### src/hw/rtl/b64e_pkg.sv
// Shared types and constants for the base64 byte stream encoder.
// No dependencies; imported by every module of the block.
package b64e_pkg;

  localparam logic [1:0] PH_FIRST  = 2'd0;
  localparam logic [1:0] PH_SECOND = 2'd1;
  localparam logic [1:0] PH_THIRD  = 2'd2;

  localparam logic [7:0] PAD_CHAR = 8'h3D;
  localparam logic [7:0] UPPER_A  = 8'h41;
  localparam logic [7:0] LOWER_A  = 8'h61;
  localparam logic [7:0] DIGIT_0  = 8'h30;
  localparam logic [7:0] PLUS_CH  = 8'h2B;
  localparam logic [7:0] SLASH_CH = 8'h2F;

  // One encoded byte: up to four characters, emitted in order
  typedef struct packed {
    logic [1:0]      cnt_m1;  // number of characters minus one
    logic [3:0][7:0] chars;   // chars[0] goes out first
    logic            fin;     // final character closes the message
  } job_t;

  function automatic logic [7:0] sextet_char(input logic [5:0] v);
    logic [7:0] w;
    logic [7:0] c;
    w = {2'b00, v};
    if (v < 6'd26) begin
      c = UPPER_A + w;
    end else if (v < 6'd52) begin
      c = LOWER_A + w - 8'd26;
    end else if (v < 6'd62) begin
      c = DIGIT_0 + w - 8'd52;
    end else if (v == 6'd62) begin
      c = PLUS_CH;
    end else begin
      c = SLASH_CH;
    end
    return c;
  endfunction

endpackage

### src/hw/rtl/b64e_front.sv
// Front end: tracks the position in the 3-byte group and turns each byte into a job.
// Depends on b64e_pkg.
module b64e_front (
  input  logic          clk,
  input  logic          rst,
  input  logic          take,
  input  logic [7:0]    data_byte,
  input  logic          end_of_message,
  output b64e_pkg::job_t job
);
  import b64e_pkg::*;

  logic [1:0] phase;
  logic [1:0] phase_next;
  logic [3:0] leftover;
  logic [3:0] leftover_next;

  always_comb begin
    job           = '0;
    job.fin       = end_of_message;
    phase_next    = PH_FIRST;
    leftover_next = 4'd0;
    case (phase)
      PH_SECOND: begin
        job.chars[0] = sextet_char({leftover[1:0], data_byte[7:4]});
        if (end_of_message) begin
          job.cnt_m1   = 2'd2;
          job.chars[1] = sextet_char({data_byte[3:0], 2'b00});
          job.chars[2] = PAD_CHAR;
        end else begin
          job.cnt_m1    = 2'd0;
          phase_next    = PH_THIRD;
          leftover_next = data_byte[3:0];
        end
      end
      PH_THIRD: begin
        job.cnt_m1   = 2'd1;
        job.chars[0] = sextet_char({leftover, data_byte[7:6]});
        job.chars[1] = sextet_char(data_byte[5:0]);
      end
      default: begin
        // unused phase code counts as a group start
        job.chars[0] = sextet_char(data_byte[7:2]);
        if (end_of_message) begin
          job.cnt_m1   = 2'd3;
          job.chars[1] = sextet_char({data_byte[1:0], 4'b0000});
          job.chars[2] = PAD_CHAR;
          job.chars[3] = PAD_CHAR;
        end else begin
          job.cnt_m1    = 2'd0;
          phase_next    = PH_SECOND;
          leftover_next = {2'b00, data_byte[1:0]};
        end
      end
    endcase
  end

  always_ff @(posedge clk) begin
    if (rst) begin
      phase    <= PH_FIRST;
      leftover <= 4'd0;
    end else if (take) begin
      phase    <= phase_next;
      leftover <= leftover_next;
    end
  end

endmodule

### src/hw/rtl/b64e_queue.sv
// Short job queue between front and back end.
// Depends on b64e_pkg.
module b64e_queue #(
  parameter int DEPTH = 2
) (
  input  logic           clk,
  input  logic           rst,
  input  logic           wr_en,
  input  b64e_pkg::job_t wr_data,
  output logic           full,
  input  logic           rd_en,
  output b64e_pkg::job_t rd_data,
  output logic           empty
);
  import b64e_pkg::*;

  localparam int PW = (DEPTH > 1) ? $clog2(DEPTH) : 1;
  localparam int CW = $clog2(DEPTH + 1);
  localparam logic [PW-1:0] LAST_PTR  = PW'(DEPTH - 1);
  localparam logic [CW-1:0] DEPTH_CNT = CW'(DEPTH);

  job_t          slots [DEPTH];
  logic [PW-1:0] wr_ptr;
  logic [PW-1:0] rd_ptr;
  logic [CW-1:0] count;

  assign full    = (count == DEPTH_CNT);
  assign empty   = (count == '0);
  assign rd_data = slots[rd_ptr];

  always_ff @(posedge clk) begin
    if (wr_en && !full) begin
      slots[wr_ptr] <= wr_data;
    end
  end

  always_ff @(posedge clk) begin
    if (rst) begin
      wr_ptr <= '0;
      rd_ptr <= '0;
      count  <= '0;
    end else begin
      if (wr_en && !full) begin
        wr_ptr <= (wr_ptr == LAST_PTR) ? '0 : wr_ptr + 1'b1;
      end
      if (rd_en && !empty) begin
        rd_ptr <= (rd_ptr == LAST_PTR) ? '0 : rd_ptr + 1'b1;
      end
      case ({wr_en && !full, rd_en && !empty})
        2'b10:   count <= count + 1'b1;
        2'b01:   count <= count - 1'b1;
        default: count <= count;
      endcase
    end
  end

endmodule

### src/hw/rtl/b64e_back.sv
// Back end: walks the characters of each job and feeds the output register.
// Depends on b64e_pkg.
module b64e_back (
  input  logic           clk,
  input  logic           rst,
  input  logic           q_empty,
  input  b64e_pkg::job_t q_job,
  output logic           q_pop,
  output logic           empty,
  input  logic           pop,
  output logic [7:0]     out_char,
  output logic           last_char
);
  import b64e_pkg::*;

  job_t       cur;
  logic       cur_valid;
  logic       cur_valid_next;
  logic [1:0] idx;
  logic [1:0] idx_next;
  logic       out_valid;
  logic       out_valid_next;
  logic       load_out;
  logic       cur_done;
  logic       pop_ok;

  assign empty = !out_valid;

  always_comb begin
    pop_ok         = pop && out_valid;
    load_out       = cur_valid && (!out_valid || pop_ok);
    cur_done       = load_out && (idx == cur.cnt_m1);
    q_pop          = !q_empty && (!cur_valid || cur_done);
    out_valid_next = load_out || (out_valid && !pop_ok);
    cur_valid_next = q_pop || (cur_valid && !cur_done);
    idx_next       = idx;
    if (q_pop) begin
      idx_next = 2'd0;
    end else if (load_out) begin
      idx_next = idx + 2'd1;
    end
  end

  always_ff @(posedge clk) begin
    if (rst) begin
      cur_valid <= 1'b0;
      out_valid <= 1'b0;
      idx       <= 2'd0;
    end else begin
      cur_valid <= cur_valid_next;
      out_valid <= out_valid_next;
      idx       <= idx_next;
    end
  end

  always_ff @(posedge clk) begin
    if (q_pop) begin
      cur <= q_job;
    end
    if (load_out) begin
      out_char  <= cur.chars[idx];
      last_char <= cur.fin && (idx == cur.cnt_m1);
    end
  end

endmodule

### src/hw/rtl/base64_byte_stream_encoder.sv
// Top level of the base64 byte stream encoder: front end, job queue, back end.
// Depends on b64e_pkg, b64e_front, b64e_queue, b64e_back.
//
//   channel   handshake           payload
//   input     push / full         data_byte[7:0], end_of_message
//   result    empty / pop         out_char[7:0], last_char
//
// One byte is taken per cycle while the queue has room; the back end sends one
// character per cycle from its single output register while the result side pops.
// A byte's job passes a queue slot and the current-job register before its first
// character is loaded. Reset (rst, synchronous) empties the queue and returns to
// a group start. A stalled result side fills the queue and then raises full.
module base64_byte_stream_encoder #(
  parameter int QUEUE_DEPTH = 2
) (
  input  logic       clk,
  input  logic       rst,
  input  logic       push,
  output logic       full,
  input  logic [7:0] data_byte,
  input  logic       end_of_message,
  output logic       empty,
  input  logic       pop,
  output logic [7:0] out_char,
  output logic       last_char
);
  import b64e_pkg::*;

  job_t front_job;
  job_t head_job;
  logic take;
  logic q_empty;
  logic q_pop;

  assign take = push && !full;

  b64e_front u_front (
    .clk            (clk),
    .rst            (rst),
    .take           (take),
    .data_byte      (data_byte),
    .end_of_message (end_of_message),
    .job            (front_job)
  );

  b64e_queue #(
    .DEPTH (QUEUE_DEPTH)
  ) u_queue (
    .clk     (clk),
    .rst     (rst),
    .wr_en   (take),
    .wr_data (front_job),
    .full    (full),
    .rd_en   (q_pop),
    .rd_data (head_job),
    .empty   (q_empty)
  );

  b64e_back u_back (
    .clk       (clk),
    .rst       (rst),
    .q_empty   (q_empty),
    .q_job     (head_job),
    .q_pop     (q_pop),
    .empty     (empty),
    .pop       (pop),
    .out_char  (out_char),
    .last_char (last_char)
  );

endmodule

### config.mk
export PLATFORM = sky130hd
export DESIGN_NAME = base64_byte_stream_encoder
export DESIGN_NICKNAME = d
export VERILOG_FILES = /design/src/hw/rtl/b64e_pkg.sv /design/src/hw/rtl/b64e_front.sv /design/src/hw/rtl/b64e_queue.sv /design/src/hw/rtl/b64e_back.sv /design/src/hw/rtl/base64_byte_stream_encoder.sv
export SDC_FILE = /design/constraint.sdc
export NUM_CORES = 1
export LEC_CHECK = 0
export ABC_AREA = 1
export BUFFER_PORTS_ARGS = -buffer_cell sky130_fd_sc_hd__buf_2
export CAP_MARGIN = 40
export CORE_ASPECT_RATIO = 1.25
export CORE_MARGIN = 1
export CORE_UTILIZATION = 40
export CTS_BUF_LIST = sky130_fd_sc_hd__clkbuf_4 sky130_fd_sc_hd__clkbuf_8 sky130_fd_sc_hd__clkbuf_16
export CTS_CLUSTER_DIAMETER = 120
export CTS_CLUSTER_SIZE = 28
export DETAILED_ROUTE_END_ITERATION = 12
export GPL_TIMING_DRIVEN = 0
export SYNTH_ARGS = -nofsm -noshare
export SYNTH_HDL_FRONTEND = slang
export SYNTH_SLANG_ARGS = --single-unit
### constraint.sdc
create_clock -name clk -period 2.55 [get_ports clk]
set_input_delay 0.3825 -clock clk [delete_from_list [all_inputs] [get_ports clk]]
set_output_delay 0.3825 -clock clk [all_outputs]
set_load 0.05 [all_outputs]
======== Word level (Yosys, flattened, before mapping) ========
Memories as Yosys holds them, arrays and structs flattened. A register that Yosys moved wholly into a read port is not among the register bits.
Index checks and enable logic that the tools add are counted.
word-level totals
  register bits ........................... 23
  bits in writable memories ............... 70
  input bits .............................. 13
  output and inout bits ................... 11
  logic and storage cells ................. 142
  memories ................................ 1
memory list
  name           words  bits a word  read ports  clocked after Yosys merged registers in  write ports  line              text
  u_queue.slots  2      35           1           1                                        1            b64e_queue.sv:22  job_t slots [DEPTH];
cells by class
  add/subtract/negate cells ............... 35
  order comparisons ....................... 19
  equality and inequality tests ........... 10
  muxes and demuxes ....................... 43
  reduce and logical (&&, ||, !) cells .... 24
operators by type and width
  operator               number
  $mux W8                20
  $add A7 B6 Y8 const A  12
  $lt A6 B6 Y1 const B   12
  $sub A8 B5 Y8 const B  6
  $sub A8 B6 Y8 const B  6
  $add A6 B6 Y7 const A  6
  $lt A6 B5 Y1 const B   6
  $pmux W16 S2           1
  $eq A6 B6 Y1 const B   4
  $mux W22               1
  $bmux W8 S2            1
  $pmux W8 S2            1
  $mux W14               1
  $mux W3                4
  $pmux W2 S2            3
  $logic_and A1 B1 Y1    10
  $mux W2                4
  $pmux W4 S2            1
  $eq A2 B2 Y1 const B   3
  $logic_not A1 Y1       6
  $mux W1                5
  $add A2 B1 Y2 const B  2
  $eq A2 B1 Y1 const B   2
  $logic_or A1 B1 Y1     4
  other kinds (8)        10

======== Depth between registers and ports, before layout ========
Gate-level depths: netlist (run 1).
  word-level depth ........................ 9
  mapped depth ............................ 14
  gate-level depth less buffers ........... 13

======== Hierarchy ========
From an unflattened synthesis (run 1), not the netlist that was laid out.
second synthesis, totals
  cell total of the unflattened synthesis .. 725
  area total of the unflattened synthesis .. 7,119.3 um2
by module, submodules not included
  module                      times used  cells each  area an instance (um2)
  b64e_queue                  1           149         2,925.3
  b64e_front                  1           455         2,408.6
  b64e_back                   1           119         1,775.5
  base64_byte_stream_encoder  1           2           10.0

======== Worst setup path after synthesis (run 1) ========
No wires, ideal clock.
  path type ............................... register to register
  from .................................... register u_back.out_valid
  to ...................................... register u_queue.count[1]
  library setup time ...................... 70 ps
  arrival ................................. 2,392 ps
  data required time ...................... 2,480 ps
  path slack .............................. 88 ps
  stages on the path, launching flop included .. 13
  path buffers ............................ 0
  period minus slack after synthesis ...... 2,462 ps
  cell sequence ........................... dfxtp_1 inv_1 or2_2 nand2_1 o21ai_0 nand2_1 inv_1 ha_1 inv_1 nand2_1 nor2_1 o21ai_0 a21oi_1
between the ends
  longest elaborated chain between the ends .. 9
RTL lines
  what                                               line                              text
  start, declared                                    b64e_back.sv:21                   logic out_valid;
  start signal, assigned                             b64e_back.sv:51                   out_valid <= out_valid_next;
  $logic_not A1 Y1 *                                 --
  via empty                                          base64_byte_stream_encoder.sv:22  output logic empty,
  $logic_or A1 B1 Y1 *                               b64e_back.sv:31                   load_out = cur_valid && (!out_valid || pop_ok);
  $logic_and A1 B1 Y1 *                              b64e_back.sv:31
  $logic_and A1 B1 Y1 *                              b64e_back.sv:32                   cur_done = load_out && (idx == cur.cnt_m1);
  $logic_or A1 B1 Y1 *                               b64e_back.sv:33                   q_pop = !q_empty && (!cur_valid || cur_done);
  $logic_and A1 B1 Y1 *                              b64e_back.sv:33
  via q_pop                                          base64_byte_stream_encoder.sv:33  logic q_pop;
  $logic_and A1 B1 Y1 *                              b64e_queue.sv:49                  case ({wr_en && !full, rd_en && !empty})
  $eq A2 B1 Y1 or $eq A2 B2 Y1 (tied branches)       b64e_queue.sv:49
  $pmux W2 S2 or $reduce_bool A2 Y1 (tied branches)  --
  end signal, assigned                               b64e_queue.sv:50                  2'b10: count <= count + 1'b1;
  end signal, assigned                               b64e_queue.sv:51                  2'b01: count <= count - 1'b1;
  end signal, assigned                               b64e_queue.sv:52                  default: count <= count;
  end, declared                                      b64e_queue.sv:25                  logic [CW-1:0] count;
Mark *: on every way through the listed nets, which the timed path passes. The rest lies on a longest branch.
A chain may end at the register's enable or synchronous reset.

======== Final worst setup path (run 1) ========
  from .................................... register u_back.out_valid
  to ...................................... register u_queue.count[1]
between the ends
  longest elaborated chain between the ends .. 9
RTL lines
  what                                                     line
  $logic_not A1 Y1 or $logic_and A1 B1 Y1 (tied branches)  b64e_back.sv:31, b64e_back.sv:30
  $logic_or A1 B1 Y1 *                                     b64e_back.sv:31
  $logic_and A1 B1 Y1 *                                    b64e_back.sv:31
  $logic_and A1 B1 Y1 *                                    b64e_back.sv:32
  $logic_or A1 B1 Y1 *                                     b64e_back.sv:33
  $logic_and A1 B1 Y1 *                                    b64e_back.sv:33
  via q_pop                                                base64_byte_stream_encoder.sv:33
  $logic_and A1 B1 Y1 *                                    b64e_queue.sv:49
  $eq A2 B1 Y1 or $eq A2 B2 Y1 (tied branches)             b64e_queue.sv:49
  $pmux W2 S2 or $reduce_bool A2 Y1 (tied branches)        --
Marks and branches as above.

==> metrics.md, run 1 <==
| Metric | Value |
|---|---|
| Power Total | 5.18 mW |
| Wire length per cell | 15.0 um |
| CORE AREA | 13,300 sq um |
| Fin crit share | 89.9% |
| Post-synth top area share | 37.9% |
| Cell Area, Synth | 5460 sq um |
| Hold WC Path Type | primary input to flip-flop |
| Synth Net Count | 725 |
| Clock skew | 0.00674 ns |
| Die area | 14,100 sq um |
| Reg clk slew, reported paths | 0.06 ns |
| Worst Path Arrival | 2.55 ns |
| YS warnings | 0 |
| Initial antenna violation count | 0 |
| CTS Hold Bufs | 0 |
| Normalized max-slew margin | 65.0% |
| Mapped Cells | 684 |
| WP data required | 2.81 ns |
| RSZ-0062 raised after global routing | false |
| Setup TNS | 0 ns |
| Slowest stage delay, CP | 0.36 ns |
| Post-synthesis cell type count | 43 |
| CP Max Fanout | 11 |
| CP max stage cell | ha_1 |
| Drt first pass iters | 5 |
| Commonest non-fill, non-tap cell in the layout | nand2_1 |
| Most frequent cells in the layout | nand2_1 (217), edfxtp_1 (69), inv_1 (52), nand3_1 (52), nor2_1 (49) |
| Nets | 762 |
| Yosys top cell by area | edfxtp_1 |
| Clock Path Buffers | 2 |
| CTS tree | built |
| Power Density | 842 nW/um^2 |
| Count of state elements after synthesis | 83 |
| Final Hold Fails | 0 |
| VDD IR max | 566 uV |
| H-tree depth | 3 |
| Post-synthesis sequential area ratio | 43.1% |
| Via count | 4,594 |
| Syn avg cell area | 7.98 sq um |
| Post-synth EDFFs | 69 |
| Fin. max-slew vios | 0 |
| Cells taking the most area after synthesis | edfxtp_1 (38%), nand2_1 (15%), ha_1 (6.4%) |
| F_max | 436 MHz |
| Critical path class | flip-flop to flip-flop |
| Most used cell, CP | nand2_1 |
| Worst-path cell chain | inv_1, or2_2, nand2_1, o21ai_0, nand2_1, clkinvlp_4, ha_1, inv_1, nand2_1, nor2_1, o21ai_0, a21oi_1 |
| Std cell rows | 47 |
| Detailed Route Iter0 Violations | 266 |
| Lkg Pwr | 2.64 nW |
| IO Pins | 24 |
| Routed Antenna Nets | 0 |
| Post-synth ARST share | 0% |
| Ant. Diodes | 0 |
| Total track usage | 20.0% |
| Max Cap Viol | 0 |
| CP Launch Type | flip-flop |
| Syn-to-layout area delta | 12.6% |
| Port buffer count | 23 |
| Final setup fails | 0 |
| Top FF cell, synth | edfxtp_1 |
| Final core occ | 46.3% |
| Drt total wl | 13.4 mm |
| CP endpoint kind | flip-flop |
| Vias in the first global route | 4,547 |
| Pin count of the biggest net entering global routing | 22 |
| Share of layout cells above drive strength 1 | 14.2% |
| Crit path max-delay family | simple AND/OR/NAND/NOR gates |
| DRC | 0 |
| Pin slew with the least headroom to its limit | 0.525 ns |
| Root Buffer | clkbuf_16 |
| Global-route wire length before repair | 22.0 mm |
| Tmin final | 2.29 ns |
| Routed vias/inst | 5.12 |
| CTS Sinks | 83 |
| Die Wd | 107 um |
| Buf/Inv on CP | 3 |
| Cts bufs inserted | 9 |
| Run status | finished clean |
| Worst-skew pair later-pin latency | 0.33 ns |
| Die Ht | 133 um |
| Initial core utilization | 41.1% |
| Total grt overflow | 0 |
| Hpwl dp | 10.3 mm |
| Routability Congestion | 0.968 |
-- per-layer routing --
layer  global-route usage, %  part of all wire, %
met4                    10.4                  3.0
met3                    1.87                  2.8
met5                       0                    0
met2                    37.2                   54
met1                    22.2                   40
-- logic make-up after synthesis --
family                   share of synthesized area [%]
AND/OR/NAND/NOR                                   28.3
AO/OA/AOI/OAI                                     11.3
buffers and inverters                             8.18
flip-flops                                        43.1
adder cells (fa/ha/maj)                           6.41
XOR/XNOR                                          2.73
-- cell usage after synthesis (2+ instances only) --
library cell and instances:
a211oi_1 3, a21oi_1 31, a21oi_2 4, a31oi_1 2
buf_2 2, buf_4 6, buf_6 7, clkbuf_1 5
clkinv_1 2, dfxtp_1 14, edfxtp_1 69, ha_1 28
inv_1 53, inv_2 10, inv_4 4, nand2_1 217
nand2_2 10, nand3_1 52, nand3_2 4, nand3b_1 2
nand4_1 7, nor2_1 51, nor2_4 5, o2111ai_1 2
o211ai_1 8, o21ai_0 47, o21ai_1 8, xnor2_1 7
xor2_1 10
-- layout make-up --
| class | count | area (sq um) |
|---|---|---|
| fillers | 1332 | 7140 |
| well taps | 171 | 214 |
| multi-input cells | 509 | 2670 |
| repair buffers | 25 | 145 |
| flip-flops and latches | 83 | 2350 |
| plain buffers | 21 | 156 |
| inverters | 71 | 294 |
| repair inverters | 1 | 5.00 |
| clock inverters | 6 | 80.1 |
| clock buffers | 10 | 233 |
-- where the power goes --
group / internal [mW] / switching, mW / leakage, nW
Clock: 0.859 / 0.480 / 0.151
Combinational: 0.457 / 1.21 / 1.72
Sequential: 2.03 / 0.146 / 0.769
Total: 3.34 / 1.84 / 2.64
-- timing repair --
action                     in CTS  in global routing
setup endpoints to repair       1                  1
gates cloned                    0                  1
pin swaps                       0                  0
buffers inserted                0                  0
resized for setup               1                  0
-- stage by stage --
step                setup slack [ns]  std cells  instance area (sq um)  hold WS [ns]
finish                         0.258        897                   6150         0.315
global route                  0.0311        897                   6150         0.316
CTS                            0.119        896                   6140         0.305
detailed placement           -0.0439        880                   5830         0.446
global placement             -0.0128        878                   5790         0.433
floorplan                     0.0881        684                   5460         0.422
-- final timing paths --
path                    startpoint                   to  slack (ns)  cells past startpoint
hold / removal                 rst  u_front.leftover[3]        0.31                      2
hold reg to reg   u_queue.count[1]     u_queue.count[1]        0.46                      1
setup reg to reg  u_back.out_valid     u_queue.count[1]        0.26                     12
setup / recovery  u_back.out_valid     u_queue.count[1]        0.26                     12
-- state kept, by name (all words and copies together) (netlist names) --
name and flops:
u_queue.wr_ptr 1, u_back.last_char 1, u_back.out_char 8, u_queue.slots 40
u_front.phase 2, u_front.leftover 4, u_back.cur 20, u_queue.count 2
u_back.out_valid 1, u_back.cur_valid 1, u_queue.rd_ptr 1, u_back.idx 2
Note: power is estimated with default switching activity, not from simulation.
==> run 2: changes to the inputs <==
--- a/config.mk
+++ b/config.mk
@@ -9,13 +9,14 @@
 export BUFFER_PORTS_ARGS = -buffer_cell sky130_fd_sc_hd__buf_2
 export CAP_MARGIN = 40
 export CORE_ASPECT_RATIO = 1.25
-export CORE_MARGIN = 1
+export CORE_MARGIN = 5
 export CORE_UTILIZATION = 40
 export CTS_BUF_LIST = sky130_fd_sc_hd__clkbuf_4 sky130_fd_sc_hd__clkbuf_8 sky130_fd_sc_hd__clkbuf_16
 export CTS_CLUSTER_DIAMETER = 120
 export CTS_CLUSTER_SIZE = 28
 export DETAILED_ROUTE_END_ITERATION = 12
 export GPL_TIMING_DRIVEN = 0
+export SLEW_MARGIN = 25
 export SYNTH_ARGS = -nofsm -noshare
 export SYNTH_HDL_FRONTEND = slang
 export SYNTH_SLANG_ARGS = --single-unit
==> metrics.md, run 2 (synthesis gave the netlist of run 1 again) <==
| Metric | Value |
|---|---|
| Run status | finished clean |
| Worst Path Arrival | 2.57 ns |
| Routability Congestion | 0.920 |
| Most frequent cells in the layout | nand2_1 (217), edfxtp_1 (69), inv_1 (52), nand3_1 (52), nor2_1 (49) |
| Fin crit share | 90.5% |
| Tmin final | 2.31 ns |
| Biggest regs | u_queue.slots (40), u_back.cur (20), u_back.out_char (8) |
| Worst-skew pair later-pin latency | 0.33 ns |
| Std cell rows | 47 |
| Reg2reg start | u_back.out_valid |
| Worst hold slack | 0.318 ns |
| Largest register FFs | 40 |
| Max Cap Viol | 0 |
| FILL cells | 1,339 |
| CTS Hold Bufs | 0 |
| Fin. max-slew vios | 0 |
| Hold WC Path Type | primary input to flip-flop |
| Reg clk slew, reported paths | 0.05 ns |
| Lkg Pwr | 2.66 nW |
| RSZ-0062 raised after global routing | false |
| Syn-to-layout area delta | 12.7% |
| Power Density | 847 nW/um^2 |
| WP data required | 2.81 ns |
| Initial core utilization | 40.9% |
| Port buffer count | 23 |
| IO Pins | 24 |
| Routed Antenna Nets | 0 |
| Drt total wl | 13.7 mm |
| CTS Sinks | 83 |
| CORE AREA | 13,300 sq um |
| Vias in the first global route | 4,384 |
| VDD IR max | 493 uV |
| Commonest non-fill, non-tap cell in the layout | nand2_1 |
| Drt first pass iters | 5 |
| HP Start | rst |
| Crit path launch | u_back.out_valid |
| Ant. Diodes | 0 |
| Clock Path Buffers | 2 |
| CP Launch Type | flip-flop |
| Root Buffer | clkbuf_16 |
| Die Wd | 115 um |
| Total grt overflow | 0 |
| Routed vias/inst | 5.14 |
| Clock skew | 0.00338 ns |
| Die Ht | 141 um |
| Share of layout cells above drive strength 1 | 14.5% |
| Hpwl dp | 10.5 mm |
| Nets | 762 |
| Via count | 4,609 |
| DRC | 0 |
| Detailed Route Iter0 Violations | 251 |
| Placed cells | 880 |
| Global-route wire length before repair | 22.2 mm |
| CTS tree | built |
| Largest Register | u_queue.slots |
| CP endpoint kind | flip-flop |
| Normalized max-slew margin | 68.0% |
| Cts bufs inserted | 9 |
| Initial antenna violation count | 0 |
| Die area | 16,100 sq um |
| CP Max Fanout | 11 |
| Wire length per cell | 15.3 um |
| Pin slew with the least headroom to its limit | 0.480 ns |
| Critical path class | flip-flop to flip-flop |
| Final Hold Fails | 0 |
| H-tree depth | 3 |
| Final setup fails | 0 |
| F_max | 433 MHz |
| Pin count of the biggest net entering global routing | 22 |
| Final Instance Count excl. Fillers | 897 |
| Final core occ | 46.1% |
| Total track usage | 17.5% |
==> run 2: through the flow <==
stage | instance area [sq um] | setup slack [ns] | setup TNS (ns) | power, mW
3_5_place_dp | 5820 | -0.0508 | -0.0508 | 3.85
5_1_grt | 6160 | 0.0252 | 0 | 5.53
6_report | 6160 | 0.242 | 0 | 5.21
2_1_floorplan | 5460 | 0.0881 | 0 | 3.39
3_3_place_gp | 5790 | 0.0150 | 0 | 3.80
4_1_cts | 6150 | 0.0996 | 0 | 5.26
==> run 2: what timing repair did <==
item / CTS / global route
resized for setup: 1 / 0
setup endpoints to repair: 1 / 1
gates cloned: 0 / 1
hold endpoints to repair: 0 / 0
buffers inserted: 0 / 0
==> run 2: worst paths after layout <==
check	endpoint	slack, ns	cells past startpoint
setup / recovery	u_queue.count[1]	0.24	12
hold / removal	u_front.leftover[2]	0.32	2
setup reg to reg	u_queue.count[1]	0.24	12
hold reg to reg	u_back.out_valid	0.46	2
==> run 2: layout make-up <==
class                      count  area, sq um  share of cell area [%]
timing repair inverter         1         5.00                  0.0813
multi-input combinational    509         2670                    43.3
inverter                      71          294                    4.78
tap                          171          214                    3.48
clock buffer                  14          269                    4.37
buffer                        21          156                    2.54
clock inverter                 2         60.1                   0.976
sequential                    83         2350                    38.2
timing repair buffer          25          138                    2.24
==> run 2: critical path, stage by stage, from the launching register on <==
cell	delay, ns
dfxtp_1	0.30
inv_1	0.04
or2_2	0.28
nand2_1	0.10
o21ai_0	0.16
nand2_1	0.22
clkinvlp_4	0.30
ha_1	0.36
inv_1	0.09
nand2_1	0.06
nor2_1	0.12
o21ai_0	0.10
a21oi_1	0.12
==> run 2: power breakdown <==
part | internal (mW) | switching (mW) | leakage [nW] | total, mW
Combinational | 0.452 | 1.20 | 1.72 | 1.65
Clock | 0.928 | 0.469 | 0.165 | 1.40
Sequential | 2.03 | 0.142 | 0.769 | 2.17
Total | 3.41 | 1.81 | 2.66 | 5.21
==> run 2: routing by layer <==
layer | track usage (%) | up-vias | routed length [um]
met5 | 0 | - | 0
met2 | 32.2 | 102 | 7470
met3 | 2.06 | 15 | 490
li1 | - | 2356 | -
met4 | 6.69 | 0 | 283
met1 | 20.4 | 2136 | 5490
==> run 3: changes to the inputs <==
--- a/config.mk
+++ b/config.mk
@@ -9,13 +9,11 @@
 export BUFFER_PORTS_ARGS = -buffer_cell sky130_fd_sc_hd__buf_2
 export CAP_MARGIN = 40
 export CORE_ASPECT_RATIO = 1.25
-export CORE_MARGIN = 5
 export CORE_UTILIZATION = 40
 export CTS_BUF_LIST = sky130_fd_sc_hd__clkbuf_4 sky130_fd_sc_hd__clkbuf_8 sky130_fd_sc_hd__clkbuf_16
 export CTS_CLUSTER_DIAMETER = 120
 export CTS_CLUSTER_SIZE = 28
 export DETAILED_ROUTE_END_ITERATION = 12
-export GPL_TIMING_DRIVEN = 0
 export SLEW_MARGIN = 25
 export SYNTH_ARGS = -nofsm -noshare
 export SYNTH_HDL_FRONTEND = slang
==> metrics.md, run 3 (synthesis gave the netlist of run 1 again) <==
| Metric | Value |
|---|---|
| Run status | finished clean |
| Final setup fails | 0 |
| Hpwl dp | 10.5 mm |
| Via count | 4,643 |
| RSZ-0062 raised after global routing | false |
| Final core occ | 45.3% |
| Cts bufs inserted | 9 |
| Final Hold Fails | 0 |
| CTS Hold Bufs | 0 |
| CP Max Fanout | 11 |
| Routed vias/inst | 5.24 |
| Critical path class | primary input to flip-flop |
| CTS tree | built |
| Routed Antenna Nets | 0 |
| Global-route wire length before repair | 22.1 mm |
| Met1 WL | 5.58 mm |
| F_max | 450 MHz |
| Initial antenna violation count | 0 |
| Placed cells | 870 |
| Placed cell areas | 5730 sq um |
| Lkg Pwr | 2.61 nW |
| Share of layout cells above drive strength 1 | 13.6% |
| R2r endpoint | u_queue.slots[1][3] |
| CP endpoint kind | flip-flop |
| Resized Gates After CTS | 0 |
| Setup TNS | 0 ns |
| Drt first pass iters | 5 |
| Top Layer Used | met4 |
| Worst Path Arrival | 2.37 ns |
| Reg clk slew, reported paths | 0.06 ns |
| Fin. max-slew vios | 0 |
| H-tree depth | 3 |
| Final instance area | 6020 sq um |
| CTS Sinks | 83 |
| Nets | 751 |
| Worst reg2reg path depth | 12 |
| Largest Register | u_queue.slots |
| DRC | 0 |
| Syn-to-layout area delta | 10.3% |
| Total grt overflow | 0 |
| Initial core utilization | 41.1% |
| Largest register FFs | 40 |
| FILL cells | 1,364 |
| Ant. Diodes | 0 |
| Final Instance Count excl. Fillers | 886 |
| HP Start | rst |
| Die Ht | 133 um |
| Met2 WL | 7.07 mm |
| Commonest non-fill, non-tap cell in the layout | nand2_1 |
| Root Buffer | clkbuf_16 |
| Clock Path Buffers | 2 |
| Setup bufs post-CTS | 0 |
| Normalized max-slew margin | 57.1% |
| Power Density | 831 nW/um^2 |
| Reg area | 2350 sq um |
| VDD IR max | 672 uV |
| Multi-input combinational cell area | 2660 sq um |
| Total track usage | 20.0% |
| Worst-skew pair later-pin latency | 0.33 ns |
| Hold WC Path Type | primary input to flip-flop |
| Die area | 14,100 sq um |
| Hold worst-path end | u_front.leftover[2] |
| Std cell rows | 47 |
| Vias in the first global route | 4,495 |
| Pin slew with the least headroom to its limit | 0.643 ns |
| WP data required | 2.70 ns |
| CORE AREA | 13,300 sq um |
| Worst R2R Setup Slack | 0.39 ns |
| CP Launch Type | primary input |
| Met3 routed wirelength | 556 um |
| Biggest regs | u_queue.slots (40), u_back.cur (20), u_back.out_char (8) |
| Drt total wl | 13.6 mm |
| Most frequent cells in the layout | nand2_1 (217), edfxtp_1 (69), inv_1 (53) |
| Detailed Route Iter0 Violations | 257 |
| IO Pins | 24 |
| Fin crit share | 87.1% |
| Max Cap Viol | 0 |
| Pin count of the biggest net entering global routing | 22 |
| Clock skew | 0.00417 ns |
| Routability Congestion | 0.933 |
| Port buffer count | 23 |
| Die Wd | 107 um |
| Reg2reg start | u_front.leftover[0] |
| Tmin final | 2.22 ns |
| WHS Path Cells | 2 |
| Wire length per cell | 15.4 um |
| Power Total | 5.01 mW |
[run 3: cell count changes in the layout (fill, tap and decap cells not counted), sizes merged]
cell,change
buf,-5
bufinv,-2
clkbuf,-5
clkinv,+2
clkinvlp,-2
inv,+1
[run 3: how the worst max path moves through the flow]
| stage | from | end | slack (ns) | depth (start not counted) |
|---|---|---|---|---|
| CTS | data_byte[2] | u_queue.slots[1][14] | 0.37 | 13 |
| floorplan | u_back.out_valid | u_queue.count[1] | 0.09 | 12 |
| global route | u_back.idx[0] | u_queue.count[1] | 0.13 | 11 |
| finish | data_byte[2] | u_queue.slots[1][16] | 0.33 | 10 |
| global placement | data_byte[2] | u_queue.slots[0][14] | -0.004 | 13 |
| detailed placement | data_byte[2] | u_queue.slots[0][14] | 0.03 | 13 |
[run 3: report_power, final]
group | internal [mW] | switching [mW]
registers | 2.02 | 0.143
logic | 0.443 | 1.17
clock network | 0.759 | 0.464
total | 3.23 | 1.78
[run 3: through the flow]
stage / setup WS (ns) / hold WS [ns]
floorplan: 0.0881 / 0.422
global placement: -0.00450 / 0.433
detailed placement: 0.0278 / 0.456
CTS: 0.371 / 0.328
global route: 0.131 / 0.345
finish: 0.329 / 0.333
[run 3: layout make-up]
class / count / area share [%]
multi-input cells: 509 / 44.2
flip-flops and latches: 83 / 39.1
inverters: 71 / 4.82
clock buffers: 14 / 4.65
well taps: 171 / 3.55
repair buffers: 36 / 3.53
clock inverters: 2 / 0.166
[run 3: critical path, cell delays in order]
cell and delay [ns]:
buf_2 0.29, clkinv_2 0.27, ha_1 0.33, inv_1 0.18, nand2_2 0.19, inv_2 0.19, a21oi_2 0.05, nor3_1 0.16
nand2_1 0.12, a21oi_1 0.21
[run 3: per-layer routing]
metal,vias up,track usage [%]
met5,-,0
li1,2326,-
met4,0,9.21
met1,2134,23.2
met2,151,36.4
met3,32,2.27
